File: src/rtl/lpd_pkg.sv
// Package for the length-prefixed deframer: header constants, phase enum, result type.
// No dependencies; used by every other file of the block.
package lpd_pkg;

  localparam int unsigned SizeW = 22;
  localparam int unsigned ByteW = 8;
  localparam int unsigned HdrShift = 7;

  localparam logic [ByteW-1:0] HdrMore    = 8'h80;
  localparam logic [ByteW-1:0] HdrDeflate = 8'h40;
  localparam logic [ByteW-1:0] HdrMask7   = 8'h7f;
  localparam logic [ByteW-1:0] HdrMask6   = 8'h3f;

  typedef enum logic [1:0] {
    PH_FIRST   = 2'd0,
    PH_SECOND  = 2'd1,
    PH_THIRD   = 2'd2,
    PH_PAYLOAD = 2'd3
  } phase_e;

  typedef struct packed {
    logic [ByteW-1:0] payload_byte;
    logic             coding;
    logic [SizeW-1:0] message_size;
    logic             is_last;
    logic             empty_message;
  } lpd_result_t;

endpackage

File: src/rtl/lpd_if.sv
// Valid/ready channel interfaces of the deframer: received bytes in, results out.
// Depends on lpd_pkg for field widths.
interface lpd_in_if;
  logic                     valid;
  logic                     ready;
  logic [lpd_pkg::ByteW-1:0] rx_byte;

  modport source (output valid, output rx_byte, input ready);
  modport sink   (input valid, input rx_byte, output ready);
endinterface

interface lpd_out_if;
  logic                     valid;
  logic                     ready;
  logic [lpd_pkg::ByteW-1:0] payload_byte;
  logic                     coding;
  logic [lpd_pkg::SizeW-1:0] message_size;
  logic                     is_last;
  logic                     empty_message;

  modport source (output valid, output payload_byte, output coding, output message_size,
                  output is_last, output empty_message, input ready);
  modport sink   (input valid, input payload_byte, input coding, input message_size,
                  input is_last, input empty_message, output ready);
endinterface

File: src/rtl/lpd_in_reg.sv
// Input register stage: captures one received byte per transaction.
// Depends on lpd_pkg and lpd_in_if.
module lpd_in_reg (
  input  logic                      clk_i,
  input  logic                      rst_ni,
  lpd_in_if.sink                    rx_i,
  input  logic                      take_i,
  output logic                      valid_o,
  output logic [lpd_pkg::ByteW-1:0] byte_o
);

  logic                      valid_q, valid_d;
  logic [lpd_pkg::ByteW-1:0] byte_q;
  logic                      load;

  assign rx_i.ready = !valid_q || take_i;
  assign load       = rx_i.valid && rx_i.ready;
  assign valid_d    = rx_i.ready ? rx_i.valid : valid_q;

  always_ff @(posedge clk_i or negedge rst_ni) begin
    if (!rst_ni) begin
      valid_q <= 1'b0;
    end else begin
      valid_q <= valid_d;
    end
  end

  always_ff @(posedge clk_i) begin
    if (load) begin
      byte_q <= rx_i.rx_byte;
    end
  end

  assign valid_o = valid_q;
  assign byte_o  = byte_q;

endmodule

File: src/rtl/lpd_parser.sv
// Header parser and payload counter: consumes the registered byte and forms the result.
// Depends on lpd_pkg.
module lpd_parser (
  input  logic                      clk_i,
  input  logic                      rst_ni,
  input  logic                      valid_i,
  input  logic [lpd_pkg::ByteW-1:0] byte_i,
  input  logic                      slot_free_i,
  output logic                      take_o,
  output logic                      res_valid_o,
  output lpd_pkg::lpd_result_t      res_o
);

  lpd_pkg::phase_e           phase_q, phase_d;
  logic [lpd_pkg::SizeW-1:0] size_q, size_d;
  logic [lpd_pkg::SizeW-1:0] left_q, left_d;
  logic                      deflate_q, deflate_d;
  logic                      has_res;
  logic [lpd_pkg::SizeW-1:0] left_dec;
  logic [lpd_pkg::SizeW-1:0] hdr_size;
  logic                      hdr_deflate;
  logic                      hdr_done;

  assign left_dec = left_q - lpd_pkg::SizeW'(1);

  always_comb begin
    phase_d     = phase_q;
    size_d      = size_q;
    left_d      = left_q;
    deflate_d   = deflate_q;
    has_res     = 1'b0;
    hdr_done    = 1'b0;
    hdr_size    = size_q;
    hdr_deflate = deflate_q;
    res_o       = '0;
    unique case (phase_q)
      lpd_pkg::PH_FIRST: begin
        hdr_size    = lpd_pkg::SizeW'(byte_i & lpd_pkg::HdrMask7);
        hdr_deflate = 1'b0;
        if ((byte_i & lpd_pkg::HdrMore) != '0) begin
          phase_d = lpd_pkg::PH_SECOND;
        end else begin
          hdr_done = 1'b1;
        end
      end
      lpd_pkg::PH_SECOND: begin
        if ((byte_i & lpd_pkg::HdrMore) != '0) begin
          hdr_size    = size_q |
                        (lpd_pkg::SizeW'(byte_i & lpd_pkg::HdrMask7) << lpd_pkg::HdrShift);
          hdr_deflate = 1'b1;
          phase_d     = lpd_pkg::PH_THIRD;
        end else begin
          hdr_size    = size_q |
                        (lpd_pkg::SizeW'(byte_i & lpd_pkg::HdrMask6) << lpd_pkg::HdrShift);
          hdr_deflate = (byte_i & lpd_pkg::HdrDeflate) != '0;
          hdr_done    = 1'b1;
        end
      end
      lpd_pkg::PH_THIRD: begin
        hdr_size = size_q | (lpd_pkg::SizeW'(byte_i) << (2 * lpd_pkg::HdrShift));
        hdr_done = 1'b1;
      end
      lpd_pkg::PH_PAYLOAD: begin
        has_res            = 1'b1;
        left_d             = left_dec;
        res_o.payload_byte = byte_i;
        res_o.coding       = deflate_q;
        res_o.message_size = size_q;
        res_o.is_last      = left_dec == '0;
        if (left_dec == '0) begin
          phase_d = lpd_pkg::PH_FIRST;
        end
      end
      default: begin
        phase_d = lpd_pkg::PH_FIRST;
      end
    endcase

    if (phase_q != lpd_pkg::PH_PAYLOAD) begin
      size_d    = hdr_size;
      deflate_d = hdr_deflate;
    end

    if (hdr_done) begin
      if (hdr_size == '0) begin
        has_res             = 1'b1;
        res_o.coding        = hdr_deflate;
        res_o.is_last       = 1'b1;
        res_o.empty_message = 1'b1;
        left_d              = '0;
        phase_d             = lpd_pkg::PH_FIRST;
      end else begin
        left_d  = hdr_size;
        phase_d = lpd_pkg::PH_PAYLOAD;
      end
    end
  end

  assign take_o      = valid_i && (!has_res || slot_free_i);
  assign res_valid_o = take_o && has_res;

  always_ff @(posedge clk_i or negedge rst_ni) begin
    if (!rst_ni) begin
      phase_q   <= lpd_pkg::PH_FIRST;
      size_q    <= '0;
      left_q    <= '0;
      deflate_q <= 1'b0;
    end else if (take_o) begin
      phase_q   <= phase_d;
      size_q    <= size_d;
      left_q    <= left_d;
      deflate_q <= deflate_d;
    end
  end

  a_payload_left_nonzero: assert property (@(posedge clk_i) disable iff (!rst_ni)
    phase_q == lpd_pkg::PH_PAYLOAD |-> left_q != '0)
    else $error("payload phase with no bytes left");

  a_last_returns_first: assert property (@(posedge clk_i) disable iff (!rst_ni)
    res_valid_o && res_o.is_last |=> phase_q == lpd_pkg::PH_FIRST)
    else $error("last result did not return to header parsing");

  a_empty_is_zero: assert property (@(posedge clk_i) disable iff (!rst_ni)
    res_valid_o && res_o.empty_message |->
      res_o.message_size == '0 && res_o.payload_byte == '0 && res_o.is_last)
    else $error("empty result carries data");

  a_payload_size_kept: assert property (@(posedge clk_i) disable iff (!rst_ni)
    take_o && phase_q == lpd_pkg::PH_PAYLOAD && !res_o.is_last |=> $stable(size_q))
    else $error("message size changed inside payload");

endmodule

File: src/rtl/lpd_out_reg.sv
// Result register: holds one result until the downstream side takes it.
// Depends on lpd_pkg and lpd_out_if.
module lpd_out_reg (
  input  logic                 clk_i,
  input  logic                 rst_ni,
  input  logic                 in_valid_i,
  input  lpd_pkg::lpd_result_t in_data_i,
  output logic                 free_o,
  lpd_out_if.source            res_o
);

  logic                 valid_q, valid_d;
  lpd_pkg::lpd_result_t data_q;

  assign free_o  = !valid_q || res_o.ready;
  assign valid_d = in_valid_i || (valid_q && !res_o.ready);

  always_ff @(posedge clk_i or negedge rst_ni) begin
    if (!rst_ni) begin
      valid_q <= 1'b0;
    end else begin
      valid_q <= valid_d;
    end
  end

  always_ff @(posedge clk_i) begin
    if (in_valid_i) begin
      data_q <= in_data_i;
    end
  end

  assign res_o.valid         = valid_q;
  assign res_o.payload_byte  = data_q.payload_byte;
  assign res_o.coding        = data_q.coding;
  assign res_o.message_size  = data_q.message_size;
  assign res_o.is_last       = data_q.is_last;
  assign res_o.empty_message = data_q.empty_message;

endmodule

File: src/rtl/varlen_length_prefix_deframer_unit.sv
// Length-prefixed deframer: one received byte per transaction on rx_i, one result per
// payload byte or per zero-size header on res_o. Takes one byte every cycle unless a
// result is held back by res_o; the byte lands in the input register, the parser forms
// the result from it combinationally, and the result register loads it when the parser
// takes the byte. The header/count state is updated at that same edge, between the two
// registers. Header bytes of a non-empty message give no result. No clearing pass after
// reset.
// Depends on lpd_pkg, lpd_if, lpd_in_reg, lpd_parser and lpd_out_reg.
module varlen_length_prefix_deframer_unit (
  input  logic      clk_i,
  input  logic      rst_ni,
  lpd_in_if.sink    rx_i,
  lpd_out_if.source res_o
);

  logic                      s1_valid;
  logic [lpd_pkg::ByteW-1:0] s1_byte;
  logic                      take;
  logic                      slot_free;
  logic                      res_valid;
  lpd_pkg::lpd_result_t      res;

  lpd_in_reg u_in_reg (
    .clk_i   (clk_i),
    .rst_ni  (rst_ni),
    .rx_i    (rx_i),
    .take_i  (take),
    .valid_o (s1_valid),
    .byte_o  (s1_byte)
  );

  lpd_parser u_parser (
    .clk_i       (clk_i),
    .rst_ni      (rst_ni),
    .valid_i     (s1_valid),
    .byte_i      (s1_byte),
    .slot_free_i (slot_free),
    .take_o      (take),
    .res_valid_o (res_valid),
    .res_o       (res)
  );

  lpd_out_reg u_out_reg (
    .clk_i      (clk_i),
    .rst_ni     (rst_ni),
    .in_valid_i (res_valid),
    .in_data_i  (res),
    .free_o     (slot_free),
    .res_o      (res_o)
  );

endmodule
File: src/flat_wrapper.sv
// flat-port wrapper written by rule: the top's interface ports become plain ports
module varlen_length_prefix_deframer_unit_flat 
  (clk_i, rst_ni, rx_i_valid, rx_i_rx_byte, rx_i_ready, res_o_valid, res_o_payload_byte, res_o_coding, res_o_message_size, res_o_is_last, res_o_empty_message, res_o_ready);
  lpd_in_if rx_i_i ();
  lpd_out_if res_o_i ();
  input  logic clk_i;
  input  logic rst_ni;
  input wire logic [$bits(rx_i_i.valid)-1:0] rx_i_valid;
  input wire logic [$bits(rx_i_i.rx_byte)-1:0] rx_i_rx_byte;
  output wire logic [$bits(rx_i_i.ready)-1:0] rx_i_ready;
  output wire logic [$bits(res_o_i.valid)-1:0] res_o_valid;
  output wire logic [$bits(res_o_i.payload_byte)-1:0] res_o_payload_byte;
  output wire logic [$bits(res_o_i.coding)-1:0] res_o_coding;
  output wire logic [$bits(res_o_i.message_size)-1:0] res_o_message_size;
  output wire logic [$bits(res_o_i.is_last)-1:0] res_o_is_last;
  output wire logic [$bits(res_o_i.empty_message)-1:0] res_o_empty_message;
  input wire logic [$bits(res_o_i.ready)-1:0] res_o_ready;
  assign rx_i_i.valid = rx_i_valid;
  assign rx_i_i.rx_byte = rx_i_rx_byte;
  assign rx_i_ready = rx_i_i.ready;
  assign res_o_valid = res_o_i.valid;
  assign res_o_payload_byte = res_o_i.payload_byte;
  assign res_o_coding = res_o_i.coding;
  assign res_o_message_size = res_o_i.message_size;
  assign res_o_is_last = res_o_i.is_last;
  assign res_o_empty_message = res_o_i.empty_message;
  assign res_o_i.ready = res_o_ready;
  varlen_length_prefix_deframer_unit u_core (.clk_i(clk_i), .rst_ni(rst_ni), .rx_i(rx_i_i), .res_o(res_o_i));
endmodule
File: config.mk
export PLATFORM = sky130hd
export DESIGN_NAME = varlen_length_prefix_deframer_unit_flat
export DESIGN_NICKNAME = d
export VERILOG_FILES = /design/src/rtl/lpd_pkg.sv /design/src/rtl/lpd_if.sv /design/src/rtl/lpd_in_reg.sv /design/src/rtl/lpd_parser.sv /design/src/rtl/lpd_out_reg.sv /design/src/rtl/varlen_length_prefix_deframer_unit.sv /design/src/flat_wrapper.sv
export SDC_FILE = /design/constraint.sdc
export NUM_CORES = 1
export LEC_CHECK = 0
export ABC_AREA = 1
export BUFFER_PORTS_ARGS = -buffer_cell sky130_fd_sc_hd__buf_2
export CAP_MARGIN = 20
export CORE_MARGIN = 2
export CORE_UTILIZATION = 30
export DETAILED_ROUTE_END_ITERATION = 10
export PLACE_DENSITY = 0.55
export SLEW_MARGIN = 15
export SYNTH_ARGS = -nofsm -noshare
export SYNTH_HDL_FRONTEND = slang
export SYNTH_SLANG_ARGS = --single-unit
File: constraint.sdc
create_clock -name clk_i -period 3.3 [get_ports clk_i]
set_input_delay 0.33 -clock clk_i [delete_from_list [all_inputs] [get_ports clk_i]]
set_output_delay 0.33 -clock clk_i [all_outputs]
set_load 0.005 [all_outputs]
# Yosys cells after proc, flatten, opt, wreduce, memory -nomap -nowiden
# Cells that the tools add are included.
# classes
addsub,1
multipliers,0
div_mod_pow,0
n_lt_le_gt_ge,0
eq_ne,7
shift,0
mux,23
n_bitwise,3
reduce_logical,21
# ops
op,count
$mux W22,4
$pmux W22 S3,1
$logic_not A22 Y1,2
$mux W24,1
$or A22 B13 Y22,1
$or A22 B14 Y22,1
$or A22 B22 Y22,1
$sub A22 B1 Y22 const B,1
$mux W2,7
$mux W1,7
$ne A3 B2 Y1 const B,2
$pmux W2 S3,1
$reduce_and A5 Y1,1
$eq A2 B2 Y1 const B,2
$logic_and A1 B1 Y1,4
$logic_not A1 Y1,4
$logic_or A1 B1 Y1,4
$pmux W1 S2,2
$reduce_and A2 Y1,2
$reduce_bool A4 Y1,1
$ne A3 B3 Y1 const B,1
$eq A2 B1 Y1 const B,1
$logic_not A2 Y1,1
$ne A2 B2 Y1 const B,1
other kinds (2),2
# totals
regBits,90
latch_bits,0
ramBits,0
romBits,0
input_bits,12
word_cells,67
mem_count,0

# Longest topological paths before layout
# logic_depth
ltp_word,11
ltp_mapped,17

# By module
# A second synthesis with hierarchy kept.
# unflattened
hier_cells,624
area_unflattened_um2,4882.2
# by_module_without_submodules
module,n_inst,cells_per_inst,area_per_inst_um2,seq_area_each_um2
lpd_parser,1,572,3560.9,1176.1
lpd_out_reg,1,38,1036.0,1016.0
lpd_in_reg,1,14,285.3,265.3

# Least setup slack after synthesis
# Ideal clock, no wire load.
# synth_timing
path_kind,reg-to-reg
start,reg u_core.u_parser.phase_q[1]
end,reg u_core.u_out_reg.data_q (netlist bit u_core.u_out_reg.res_o.coding) (enable)
t_arrival_ps,2392
path_slack_ps,520
path_stages_with_launch,15
path_buffers,3
cell_sequence,dfrtp_1 buf_2 nor2_2 buf_4 nand2_1 o21ai_1 nor2_1 nand3_1 nor2_1 nand3_1 nand2_2 a21oi_4 buf_6 nand2_1 inv_1
# synth_between
elab_chain_len,9
elab_cells_between_ends,15
cone_classes,eq/ne: 3; mux: 5; reduce/logical: 7
# synth_rtl
item,line,rtl
"start, declared",lpd_parser.sv:14,"lpd_pkg::phase_e phase_q, phase_d;"
"start signal, assigned",lpd_parser.sv:104,phase_q <= lpd_pkg::PH_FIRST;
"start signal, assigned",lpd_parser.sv:109,phase_q <= phase_d;
"$eq A2 B2 Y1, or another cell as far along",lpd_parser.sv:36,unique case (phase_q)
$pmux W22 S3,lpd_parser.sv:36,
$logic_not A22 Y1,lpd_parser.sv:85,if (hdr_size == '0) begin
$mux W1,lpd_parser.sv:85,
$mux W1 *,lpd_parser.sv:84,if (hdr_done) begin
$logic_not A1 Y1,lpd_parser.sv:99,assign take_o = valid_i && (!has_res || slot_free_i);
$logic_or A1 B1 Y1,lpd_parser.sv:99,
$logic_and A1 B1 Y1,lpd_parser.sv:99,
$logic_and A1 B1 Y1 *,lpd_parser.sv:100,assign res_valid_o = take_o && has_res;
named net u_core.res_valid,varlen_length_prefix_deframer_unit.sv:20,logic res_valid;
"end signal, assigned",lpd_out_reg.sv:28,data_q <= in_data_i;
"end, declared",lpd_out_reg.sv:13,lpd_pkg::lpd_result_t data_q;
# Mark *: on every way through the listed nets, which the timed path passes. The rest lies on a longest branch.
# A chain may end at the register's enable or synchronous reset.

# Worst setup path after layout
# layout_timing
start,reg u_core.u_parser.phase_q[1]
end,reg u_core.u_parser.size_q[1] (netlist name)
# layout_between
elab_chain_len,9
elab_cells_between_ends,16
cone_classes,eq/ne: 4; mux: 5; reduce/logical: 7
# layout_rtl
item,line,rtl
"$eq A2 B2 Y1, or another cell as far along",lpd_parser.sv:36,
$pmux W22 S3,lpd_parser.sv:36,
$logic_not A22 Y1,lpd_parser.sv:85,
$mux W1,lpd_parser.sv:85,
$mux W1,lpd_parser.sv:84,
$logic_not A1 Y1,lpd_parser.sv:99,
$logic_or A1 B1 Y1,lpd_parser.sv:99,
$logic_and A1 B1 Y1,lpd_parser.sv:99,
$reduce_and A2 Y1 (no line),n/a,
"end signal, assigned",lpd_parser.sv:110,size_q <= size_d;
"end, declared",lpd_parser.sv:15,"logic [lpd_pkg::SizeW-1:0] size_q, size_d;"
# Several ways; a longest one is shown, not always the timed one.

==> metrics.txt <==
# TYPE chip_impl_metric gauge
chip_impl_metric{name="drt-pass1-iter-count",unit=""} 5
chip_impl_metric{name="syn_area",unit="um2"} 4810
chip_impl_info{name="synth_flop_cell",value="sky130_fd_sc_hd__dfrtp_1"} 1
chip_impl_info{name="critical_path.slowest_cell",value="sky130_fd_sc_hd__dfrtp_1"} 1
chip_impl_metric{name="insertion_delay",unit="ns"} 0.36
chip_impl_metric{name="cp.arrival",unit="ns"} 3.19
chip_impl_metric{name="routed-via-count",unit=""} 4135
chip_impl_metric{name="async_flop_share",unit="%"} 54.4
chip_impl_metric{name="route.antenna.remaining_nets",unit=""} 0
chip_impl_metric{name="post_drt_via_cell_ratio",unit=""} 4.59
chip_impl_metric{name="cts_hold_buffers",unit=""} 0
chip_impl_info{name="rsz0062_at_grt",value="yes"} 1
chip_impl_metric{name="drt_wl_total",unit="um"} 12500
chip_impl_metric{name="finalCriticalPeriod",unit="ns"} 2.95
chip_impl_metric{name="min_period_over_period",unit="%"} 89.3
chip_impl_metric{name="initial_core_util",unit="%"} 30.5
chip_impl_info{name="clock_tree_root_driver_cell",value="sky130_fd_sc_hd__clkbuf_16"} 1
chip_impl_metric{name="number_of_flops_mapped_to_enable_cells_by_yosys",unit=""} 41
chip_impl_metric{name="finalWorstSetupSlack",unit="ns"} 0.352
chip_impl_metric{name="synth_largest_type_area_fraction",unit="%"} 25.6
chip_impl_metric{name="fraction_of_final_layout_cells_with_drive_strength_greater_than_1",unit="%"} 12.1
chip_impl_metric{name="worst_clk_skew",unit="ns"} 0.00976
chip_impl_info{name="synth_area_leader_cell",value="sky130_fd_sc_hd__edfxtp_1"} 1
chip_impl_metric{name="dieWidth",unit="um"} 131
chip_impl_metric{name="synth-warning-count",unit=""} 0
chip_impl_metric{name="timing.setup.tns",unit="ns"} 0
chip_impl_metric{name="crit_path_max_incr_delay",unit="ns"} 0.51
chip_impl_info{name="worst_path_dominant_cell_family",value="simple AND/OR/NAND/NOR gates"} 1
chip_impl_metric{name="cts_buffer_depth",unit=""} 2
chip_impl_metric{name="area_growth_syn_to_fin",unit="%"} 16.1
chip_impl_metric{name="cp.required",unit="ns"} 3.54
chip_impl_metric{name="timing.final.max_slew_violations",unit=""} 0
chip_impl_metric{name="die-area",unit="um2"} 17100
chip_impl_metric{name="finalSetupViolations",unit=""} 0
chip_impl_info{name="hp-class",value="input pin to asynchronous set/reset pin"} 1
chip_impl_metric{name="post-dp-hpwl",unit="um"} 9280
chip_impl_metric{name="synth_cells",unit=""} 634
chip_impl_metric{name="finalHoldWorstSlack",unit="ns"} 0.0694
chip_impl_metric{name="power.share.combinational",unit="%"} 46.3
chip_impl_metric{name="synth_nets",unit=""} 648
chip_impl_metric{name="placement.io_buffers",unit=""} 46
chip_impl_metric{name="ctsHtreeMaxLevel",unit=""} 3
chip_impl_info{name="synthMostInstantiatedCell",value="sky130_fd_sc_hd__nand2_1"} 1
chip_impl_metric{name="initial_antenna_violation_count",unit=""} 0
chip_impl_info{name="synth.area.top_cells",value="sky130_fd_sc_hd__edfxtp_1 (26%), sky130_fd_sc_hd__dfrtp_1 (25%), sky130_fd_sc_hd__nand2_1 (18%)"} 1
chip_impl_metric{name="share_clk_of_total_power",unit="%"} 19.5
chip_impl_metric{name="number_of_buffers_and_inverters_on_the_critical_path",unit=""} 0
chip_impl_metric{name="timing.max_slew.rel_slack",unit="%"} 45.3
chip_impl_metric{name="p_sw_share",unit="%"} 44.7
chip_impl_info{name="outcome",value="completed"} 1
chip_impl_metric{name="placed_cell_count",unit=""} 885
chip_impl_metric{name="rows",unit=""} 46
chip_impl_metric{name="preCtsSetupSlack",unit="ns"} 0.356
chip_impl_metric{name="power.net_switching",unit="uW"} 2330
chip_impl_metric{name="internal-power",unit="uW"} 2880
chip_impl_metric{name="number_of_global_route_vias_before_repair",unit=""} 3784
chip_impl_metric{name="p_leak",unit="uW"} 0.00271
chip_impl_info{name="cell_with_the_most_instances_on_the_worst_path",value="sky130_fd_sc_hd__nand2_1"} 1
chip_impl_metric{name="grt_first_pass_wirelength",unit="um"} 20000
chip_impl_metric{name="io-pin-count",unit=""} 47
chip_impl_info{name="worstSetupEndpointType",value="flip-flop"} 1
chip_impl_metric{name="gp_congestion",unit=""} 0.866
chip_impl_metric{name="global_route_usage_sum",unit="%"} 15.4
chip_impl_metric{name="seq_cells_post_synth",unit=""} 90
chip_impl_metric{name="drt_iter0_markers",unit=""} 394
chip_impl_metric{name="final_hold_viol_count",unit=""} 0
chip_impl_metric{name="synth.lib_cells_used.distinct",unit=""} 24
chip_impl_metric{name="final_cell_count_no_fill",unit=""} 901
chip_impl_metric{name="clock_sink_count",unit=""} 90
chip_impl_metric{name="core",unit="um2"} 15800
chip_impl_metric{name="max_cap_viol",unit=""} 0
chip_impl_metric{name="grt_overflow_total",unit=""} 0
chip_impl_metric{name="syn_avg_cell_area",unit="um2"} 7.59
chip_impl_metric{name="antenna_cells",unit=""} 0
chip_impl_metric{name="synth.yosys.seq_area_share",unit="%"} 51.1
chip_impl_info{name="synth_common_cells",value="sky130_fd_sc_hd__nand2_1 (226), sky130_fd_sc_hd__nor2_1 (93), sky130_fd_sc_hd__inv_1 (67), sky130_fd_sc_hd__nand3_1 (51), sky130_fd_sc_hd__dfrtp_1 (49)"} 1
chip_impl_metric{name="cp_max_fo",unit=""} 23
chip_impl_metric{name="postCtsSetupRepairBufs",unit=""} 0
chip_impl_metric{name="p_seq_share",unit="%"} 34.1
chip_impl_metric{name="clkSlewWorstSetupHoldPaths",unit="ns"} 0.07
chip_impl_info{name="tritoncts",value="yes"} 1
chip_impl_metric{name="nets",unit=""} 694
chip_impl_info{name="timing.critical_path.from_type",value="flip-flop"} 1
chip_impl_metric{name="die_h",unit="um"} 131
chip_impl_metric{name="worst_ir_drop_vdd",unit="uV"} 316
chip_impl_metric{name="grt_start_max_net_pins",unit=""} 58
chip_impl_metric{name="routed_wire_length_per_instance",unit="um"} 13.9
chip_impl_metric{name="cts-buffers-inserted",unit=""} 9
chip_impl_metric{name="ctsResizeCount",unit=""} 0
chip_impl_info{name="criticalPathCategory",value="flip-flop to flip-flop"} 1
chip_impl_metric{name="tightestPinTransition",unit="ns"} 0.820
chip_impl_info{name="critical_path.cell_chain",value="nor2_2 -> nand2_1 -> o21ai_1 -> nor2_1 -> nand3_1 -> nor2_1 -> nand3_1 -> nand2_2 -> a21oi_4 -> nand2_2 -> nand2_1 -> nand2_1"} 1
chip_impl_metric{name="achievable-frequency",unit="MHz"} 339
chip_impl_metric{name="power_density",unit="nW/um2"} 934
chip_impl_metric{name="detail_route.drc_violations",unit=""} 0
-- area by class of cell --
type                       instances  area (um2)
clock buffer                      11         253
clock inverter                     5        45.0
fill                            1705       10200
inverter                          69         259
multi-input combinational        452        1970
sequential                        90        2460
tap                              216         270
timing repair buffer              58         333
-- power groups by stage --
| stage | clock network (uW) | registers (uW) | logic (uW) |
|---|---|---|---|
| after floorplan | 0 | 1740 | 1740 |
| after global placement | 0 | 1800 | 2420 |
| after detailed placement | 0 | 1800 | 2410 |
| after CTS | 1050 | 1780 | 2420 |
| after global routing | 1090 | 1830 | 2770 |
| final | 1020 | 1780 | 2420 |
-- final timing paths --
kind	slack (ns)	cells after the start	to	startpoint
worst max-delay path	0.35	12	u_core.u_parser.size_q[1]	u_core.u_parser.phase_q[1]
worst min-delay path	0.07	1	u_core.u_parser.left_q[20]	rst_ni
worst max register to register	0.35	12	u_core.u_parser.size_q[1]	u_core.u_parser.phase_q[1]
worst min register to register	0.47	2	u_core.u_parser.size_q[7]	u_core.u_parser.size_q[7]
max in group asynchronous	2.49	2	u_core.u_parser.size_q[18]	rst_ni
min in group clk_i	0.15	1	u_core.u_in_reg.byte_o[7]	rx_i_rx_byte[7]
-- kinds of logic (layout without fill, tap and decap cells) --
| family | Yosys count | after routing | synth area share, % |
|---|---|---|---|
| buffers and inverters | 92 | 143 | 8.06 |
| and+or+nand+nor | 399 | 399 | 34.5 |
| xor gates and xnor gates | 4 | 4 | 0.728 |
| DFF | 90 | 90 | 51.1 |
| AOI/OAI and AO/OA | 47 | 47 | 5.12 |
| adders and majority gates | 2 | 2 | 0.520 |
-- placed cells by master, fill, tap and decap left out --
cell and instances:
sky130_fd_sc_hd__nand3b_1 20, sky130_fd_sc_hd__buf_2 46, sky130_fd_sc_hd__xnor2_1 2, sky130_fd_sc_hd__clkbuf_8 2
sky130_fd_sc_hd__xor2_1 2, sky130_fd_sc_hd__nand3_1 51, sky130_fd_sc_hd__buf_4 11, sky130_fd_sc_hd__nand4_1 2
sky130_fd_sc_hd__o21ai_0 35, sky130_fd_sc_hd__and2_1 2, sky130_fd_sc_hd__nand2_2 5, sky130_fd_sc_hd__inv_1 67
sky130_fd_sc_hd__a21oi_4 1, sky130_fd_sc_hd__inv_6 1, sky130_fd_sc_hd__clkbuf_16 9, sky130_fd_sc_hd__nor2_2 1
sky130_fd_sc_hd__ha_1 2, sky130_fd_sc_hd__edfxtp_1 41, sky130_fd_sc_hd__nor2_1 93, sky130_fd_sc_hd__a21oi_1 4
sky130_fd_sc_hd__buf_12 1, sky130_fd_sc_hd__clkinv_4 2, sky130_fd_sc_hd__clkinvlp_4 1, sky130_fd_sc_hd__inv_2 2
sky130_fd_sc_hd__inv_8 1, sky130_fd_sc_hd__o21ai_1 7, sky130_fd_sc_hd__dfrtp_1 49, sky130_fd_sc_hd__nand2_1 225
-- state kept, by name, summed over array words and instances (netlist names) --
signal,cells
u_core.u_out_reg.res_o.message_size,22
u_core.u_parser.left_q,22
u_core.u_parser.size_q,22
u_core.u_in_reg.byte_o,8
u_core.u_out_reg.res_o.payload_byte,8
u_core.u_parser.phase_q,2
u_core.u_in_reg.valid_o,1
u_core.u_out_reg.res_o.coding,1
u_core.u_out_reg.res_o.empty_message,1
u_core.u_out_reg.res_o.is_last,1
u_core.u_out_reg.res_o.valid,1
u_core.u_parser.deflate_q,1
-- metrics by stage --
stage               cell area, um2  util [%]  power, uW
detailed placement            5290      33.5       4210
finish                        5590      35.4       5210
global route                  5590      35.4       5680
global placement              5290      33.5       4220
floorplan                     4810         -       3470
CTS                           5590      35.4       5250
-- per-layer routing --
metal	up-vias	GRT usage, %	share of wire (%)
li1	2084	-	-
met1	1931	22.5	49
met2	105	23.1	45
met3	15	2.44	4.4
met4	0	5.38	1.9
met5	-	0	0
-- worst register-to-register path: cells and delay by family, from the launching register on --
kind | cells | cell delay, ns
AO/OA/AOI/OAI | 2 | 0.66
flip-flops | 1 | 0.51
AND/OR/NAND/NOR | 10 | 1.68
(Power assumes the default switching activity.)
